<file path="src/rtl/core/v3alu_pkg.sv">
// ============================================================================
// v3alu_pkg: shared types and helpers of the 3D vector unit
// Item structs, command codes and the saturating truncation helpers.
// ============================================================================
`default_nettype none

package v3alu_pkg;

    localparam int FRAC_BITS_DEF = 16;
    localparam int WORD_W        = 32;
    localparam int PROD_W        = 64;
    localparam int ACC_W         = 66;
    localparam int SQRT_STAGES   = 32;

    typedef logic [3:0] t_cmd;

    localparam t_cmd CMD_ADD   = 4'd0;
    localparam t_cmd CMD_SUB   = 4'd1;
    localparam t_cmd CMD_DOT   = 4'd2;
    localparam t_cmd CMD_CROSS = 4'd3;
    localparam t_cmd CMD_SCALE = 4'd4;
    localparam t_cmd CMD_DIV   = 4'd5;
    localparam t_cmd CMD_MAG   = 4'd6;
    localparam t_cmd CMD_UNIT  = 4'd7;
    localparam t_cmd CMD_ORTH  = 4'd8;

    typedef logic signed [WORD_W-1:0] t_word;
    typedef t_word [2:0] t_vec;

    typedef struct packed {
        t_cmd  cmd;
        t_word ax;
        t_word ay;
        t_word az;
        t_word bx;
        t_word by_comp;
        t_word bz;
        t_word scalar;
    } t_in_item;

    typedef struct packed {
        t_word res_x;
        t_word res_y;
        t_word res_z;
        t_word res_scalar;
        logic  overflow;
        logic  div_zero;
    } t_out_item;

    typedef struct packed {
        t_word val;
        logic  ov;
    } t_sat;

    localparam t_word WORD_MAX = 32'sh7FFFFFFF;
    localparam t_word WORD_MIN = 32'sh80000000;

    localparam logic signed [ACC_W-1:0] ACC_MAX = 66'sd2147483647;
    localparam logic signed [ACC_W-1:0] ACC_MIN = -66'sd2147483648;

    function automatic t_sat sat32(input logic signed [ACC_W-1:0] x);
        t_sat r;
        r.ov  = 1'b0;
        r.val = x[WORD_W-1:0];
        if (x > ACC_MAX) begin
            r.ov  = 1'b1;
            r.val = WORD_MAX;
        end else if (x < ACC_MIN) begin
            r.ov  = 1'b1;
            r.val = WORD_MIN;
        end
        return r;
    endfunction

    // Divides by 2^fb with truncation toward zero, then saturates.
    function automatic t_sat trunc_sat(input logic signed [ACC_W-1:0] x, input int fb);
        logic signed [ACC_W-1:0] bias;
        logic signed [ACC_W-1:0] t;
        bias = (ACC_W'(1) << fb) - ACC_W'(1);
        t    = x[ACC_W-1] ? ((x + bias) >>> fb) : (x >>> fb);
        return sat32(t);
    endfunction

endpackage

`default_nettype wire

</file>
<file path="src/rtl/core/v3alu_sqrt.sv">
// ============================================================================
// v3alu_sqrt: pipelined integer square root
// One result bit per stage, floor of the root of a 64-bit radicand.
// ============================================================================
`default_nettype none

module v3alu_sqrt (
    input  logic                                   i_clk,
    input  logic                                   i_en,
    input  logic [v3alu_pkg::PROD_W-1:0]           i_rad,
    output logic [v3alu_pkg::WORD_W-1:0]           o_root
);

    localparam int NS    = v3alu_pkg::SQRT_STAGES;
    localparam int RAD_W = v3alu_pkg::PROD_W;
    localparam int RT_W  = v3alu_pkg::WORD_W;
    localparam int REM_W = RT_W + 4;

    typedef struct packed {
        logic [REM_W-1:0] rem;
        logic [RT_W-1:0]  root;
        logic [RAD_W-1:0] rad;
    } t_sq_st;

    t_sq_st r_st [NS];
    t_sq_st n_st [NS];

    function automatic t_sq_st sq_step(input t_sq_st s);
        t_sq_st           r;
        logic [REM_W-1:0] rem_t;
        logic [REM_W-1:0] trial;
        logic             ge;
        rem_t  = {s.rem[REM_W-3:0], s.rad[RAD_W-1:RAD_W-2]};
        trial  = {2'b00, s.root, 2'b01};
        ge     = (rem_t >= trial);
        r.rem  = ge ? (rem_t - trial) : rem_t;
        r.root = {s.root[RT_W-2:0], ge};
        r.rad  = {s.rad[RAD_W-3:0], 2'b00};
        return r;
    endfunction

    always_comb begin
        t_sq_st s0;
        s0.rem  = '0;
        s0.root = '0;
        s0.rad  = i_rad;
        n_st[0] = sq_step(s0);
        for (int k = 1; k < NS; k++) begin
            n_st[k] = sq_step(r_st[k-1]);
        end
    end

    always_ff @(posedge i_clk) begin
        if (i_en) begin
            r_st <= n_st;
        end
    end

    assign o_root = r_st[NS-1].root;

endmodule

`default_nettype wire

</file>
<file path="config.mk">
export PLATFORM = sky130hd
export DESIGN_NAME = v3alu_sqrt
export DESIGN_NICKNAME = d
export VERILOG_FILES = /design/src/rtl/core/v3alu_pkg.sv /design/src/rtl/core/v3alu_sqrt.sv
export SDC_FILE = /design/constraint.sdc
export NUM_CORES = 2
export LEC_CHECK = 0
export ABC_CLOCK_PERIOD_IN_PS = 4900
export BUFFER_PORTS_ARGS = -buffer_cell sky130_fd_sc_hd__buf_2
export CAP_MARGIN = 20
export CORE_MARGIN = 2
export CORE_UTILIZATION = 31
export CTS_BUF_LIST = sky130_fd_sc_hd__clkbuf_8
export DETAILED_ROUTE_END_ITERATION = 8
export PLACE_DENSITY = 0.52
export RECOVER_POWER = 50
export SETUP_SLACK_MARGIN = 0.4
export SYNTH_ARGS = -nofsm -noshare
export SYNTH_HDL_FRONTEND = slang
export SYNTH_SLANG_ARGS = --single-unit
</file>
<file path="constraint.sdc">
create_clock -name i_clk -period 4.9 [get_ports i_clk]
set_input_delay 0.245 -clock i_clk [delete_from_list [all_inputs] [get_ports i_clk]]
set_output_delay 0.245 -clock i_clk [all_outputs]
set_load 0.02 [all_outputs]
</file>
Word level (Yosys, flattened, before mapping)
Cells that the tools add are included.
- bits of input ports: 66
- register bits after elaboration: 2543
- word-level logic and storage cells: 189
- output and inout bits: 32
- muxes and demuxes: 31
- magnitude comparators: 32
- add/sub/neg operators: 31
- operator list (cell ; number):
    $mux 34 ; 30
    $ge 36x10->1 ; 1
    $ge 36x11->1 ; 1
    $ge 36x12->1 ; 1
    $ge 36x13->1 ; 1
    $ge 36x14->1 ; 1
    $ge 36x15->1 ; 1
    $ge 36x16->1 ; 1
    $ge 36x17->1 ; 1
    $ge 36x18->1 ; 1
    $ge 36x19->1 ; 1
    $ge 36x20->1 ; 1
    $ge 36x21->1 ; 1
    $ge 36x22->1 ; 1
    $ge 36x23->1 ; 1
    $ge 36x24->1 ; 1
    $ge 36x25->1 ; 1
    $ge 36x26->1 ; 1
    $ge 36x27->1 ; 1
    $ge 36x28->1 ; 1
    $ge 36x29->1 ; 1
    $ge 36x3->1 ; 1
    $ge 36x30->1 ; 1
    $ge 36x31->1 ; 1
    41 further kinds ; 41

Longest topological paths before layout
- depth after elaboration: 2
- mapped depth: 15
- depth with buffers taken out: 13

Least setup slack after synthesis
Ideal clock, no wire load.
- path kind: flip-flop to flip-flop
- from: register r_st[3155] in the netlist's numbering
- to: register r_st[3023] in the netlist's numbering, data pin
- library setup time: 0.266 ns
- data required time: 4.634 ns
- period minus slack after synthesis: 3.706 ns
- stages on the path, launching flop included: 13
- slack: 1.194 ns
- buffers on the path: 2
- arrival: 3.441 ns
- path through: edfxtp_1 -> or4_4 -> or4_4 -> or3_1 -> or3_1 -> or3_1 -> or3_1 -> buf_6 -> nor2b_4 -> o211ai_2 -> buf_6 -> nor3_1 -> xor2_1
- RTL lines (element ; RTL line ; source):
    start: declaration ; v3alu_sqrt.sv:25 ; t_sq_st r_st [NS];
    start signal: assignment ; v3alu_sqrt.sv:55 ; r_st <= n_st;

Worst setup path after layout
- from: input port i_en
- to: register r_st (netlist bit n_st[3704]), enable pin
- RTL lines (element ; RTL line ; source):
    start: declaration ; v3alu_sqrt.sv:9 ; input logic i_en,
No word-level cell between the ends.

==> results.txt <==
Failing checks -> max-capacitance violations, max-slew violations
# IOs -> 98
Critical path endpoint -> n_st[3704]
Post-CTS Setup Bufs -> 0
CTS H-tree lvls -> 5
RR Endpoint -> r_st[2097]
Register area share after synthesis -> 0.6479
Pre-CTS setup slack -> 0.8205 ns
Detail Placement HPWL -> 182.3 mm
FP Rows -> 225
RePlAce Congestion -> 0.8787
Synth cell types -> 85
R2R setup slack -> 0.79 ns
Via Count -> 71110
Hold depth -> 0
Peak VDD IR -> 0.2228 mV
Total track usage -> 0.1314
Post-Synthesis Cells -> 9058
Hold_ws -> 0.3939 ns
Cell with the most instances after synthesis -> edfxtp_1
Pins Over Slew Limit -> 120
Top cells by count, synth -> edfxtp_1 (2523), inv_1 (725), nand2_1 (701)
DR vias/cell -> 4.745
Register clock-pin slew on the reported worst setup and hold paths -> 0.06 ns
Initial antenna violation count -> 4
Yosys top cell area share -> 0.6479
Hold Crit Class -> flip-flop to flip-flop
Number of routed nets with antenna violations -> 0
Status -> finished with violations
DR WL/cell -> 17.13 µm
RSZ-0062 raised after global routing -> false
WP data required -> 5.51 ns
Reg2reg path depth -> 11
Layout Skew -> 0.06664 ns
Crit path from -> i_en
Core box area -> 375500 µm²
Cell area after synthesis -> 116900 µm²
# hold bufs at CTS -> 130
Synth area leaders -> edfxtp_1 (65%), ha_1 (6.0%), xor2_1 (3.3%)
First-pass GRT wire length -> 402.8 mm
CP max FO -> 100
Hold path start -> n_st[2275]
Routed WL -> 256.8 mm
Crit path kind -> primary input to flip-flop
Layout Nets -> 10260
Vias in the first global route -> 72340
Setup slack after layout -> 0.7268 ns
Worst Setup End Kind -> flip-flop
Synth Area per Inst -> 12.91 µm²
Initial DRC count -> 5087
Yosys warning count -> 0
Synth-to-layout area growth -> 14.07%
Async S/R FF share, synth -> 0
Die W -> 618.2 µm
FMAX -> 239.6 MHz
# setup viols final -> 0
Die height -> 618.2 µm
Worst slew pin tran -> 3.792 ns
Final hold vios -> 0
Largest net degree at the start of global routing -> 181
Clock buffer depth -> 4
Ys flop type -> edfxtp_1
DRC violations left -> 0
Die Area -> 382200 µm²
Crit path DAT -> 4.79 ns
Number of flops mapped to enable cells by yosys -> 2523
Final Core Density -> 0.3552
Net Count, Synth -> 9686
Post_cts resized -> 0
Share of cells above drive strength 1 -> 0.08548
Count of input and output buffers -> 97
CTS Buf Count -> 447
Post-DP Area -> 123900 µm²
Post-layout min period -> 4.173 ns
# Max-Cap Violations -> 2
Synth area leader -> edfxtp_1
FILL cells -> 36650
Total global routing overflow -> 0
Final period utilization -> 0.8517
Fin Setup TNS -> 0 ns
Worst relative slew slack -> -1.528
Crit start category -> primary input
Clock Latency Late Sink -> 1.06 ns
PwrDens -> 447.4 nW/µm²
Seq cells post-synth -> 2523
Clock tree from TritonCTS -> yes
Starting density of the core -> 0.3114
Finished layout cell area -> 133400 µm²
Leak -> 50.44 nW
TritonRoute pass-1 iters -> 6
Clk root buf -> clkbuf_8
CTS Sinks -> 2523
FF-to-FF Start -> r_st[2213]
## per-stage QoR
step | power [mW] | cells
after floorplan | 37.47 | 9058
after global placement | 41.37 | 14050
after detailed placement | 41.55 | 14050
after CTS | 60.74 | 14980
after global routing | 63.22 | 14990
final | 59.68 | 14990
## flip-flops by register name, summed over array words and instances, names as in the netlist
signal	count
r_st	1065
n_st	1426
o_root	32
## where the power goes
part | internal [mW] | switching, mW
clock | 9.61 | 8.87
sequential | 27.3 | 1.84
combinational | 4.98 | 7.07
total | 41.9 | 17.8
## worst max-delay path, stage by stage
cell and delay [ns]:
dlygate4sd3_1 0.52, clkbuf_2 2.54, buf_12 0.25, clkbuf_1 1.14
## layout by cell type, fill, tap and decap left out, types with 19 or more instances in the layout
master,synthesis,routed
edfxtp_1,2523,2523
inv_1,725,848
nand2_1,701,701
ha_1,562,562
a21oi_1,535,532
o21ai_0,532,532
nor2_1,496,496
clkbuf_8,0,447
xor2_1,435,435
xnor2_1,411,411
nor3_1,219,218
a21o_1,208,208
nand3_1,137,137
dlygate4sd3_1,0,130
clkinv_1,1,120
nor4_1,116,114
or3_1,105,105
nand2b_1,98,98
nand4_1,96,96
buf_2,2,92
o21a_1,90,90
nor2b_1,87,86
o31ai_1,60,60
or4_1,59,59
clkinv_2,0,59
a211oi_1,59,58
a31oi_1,54,54
o21bai_1,52,52
buf_4,32,47
and3_1,45,45
or2_2,42,42
clkbuf_1,159,39
mux2_2,38,38
o211ai_1,36,36
and2_1,37,36
nor3b_1,20,20
bufinv_16,0,20
nand3b_1,19,19
## metal layers
metal,track usage,part of all wire,vias up
li1,-,-,34630
met4,0.05146,0.037,0
met2,0.2319,0.50,1546
met3,0.01914,0.039,558
met1,0.1612,0.43,34380
met5,0,0,-
## layout make-up
| class | instances | area [µm²] | area share |
|---|---|---|---|
| diodes | 2 | 5.005 | 0.00003752 |
| clock buffers | 447 | 6152 | 0.04612 |
| multi-input cells | 5605 | 37640 | 0.2822 |
| clock inverters | 357 | 2223 | 0.01667 |
| well taps | 4994 | 6248 | 0.04684 |
| repair buffers | 333 | 2641 | 0.01980 |
| flip-flops and latches | 2523 | 75760 | 0.5679 |
| inverters | 726 | 2725 | 0.02043 |
## cells by family (layout without fill, tap and decap cells)
family,count (synthesis),in the layout,share of synthesized area
DFF,2523,2523,0.6479
other,1,3,0.00003207
buffers and inverters,930,1863,0.03103
AOI/OAI and AO/OA,1812,1812,0.09491
adders and majority gates,562,562,0.06013
muxes,53,53,0.004943
and+or+nand+nor,2331,2331,0.09772
xor gates and xnor gates,846,846,0.06336
## worst min path at each step
stage | to
floorplan | n_st[3964]
global placement | n_st[2279]
detailed placement | n_st[1625]
CTS | n_st[3997]
global route | n_st[3983]
finish | n_st[2145]
Note: power is estimated with default switching activity, not from simulation.
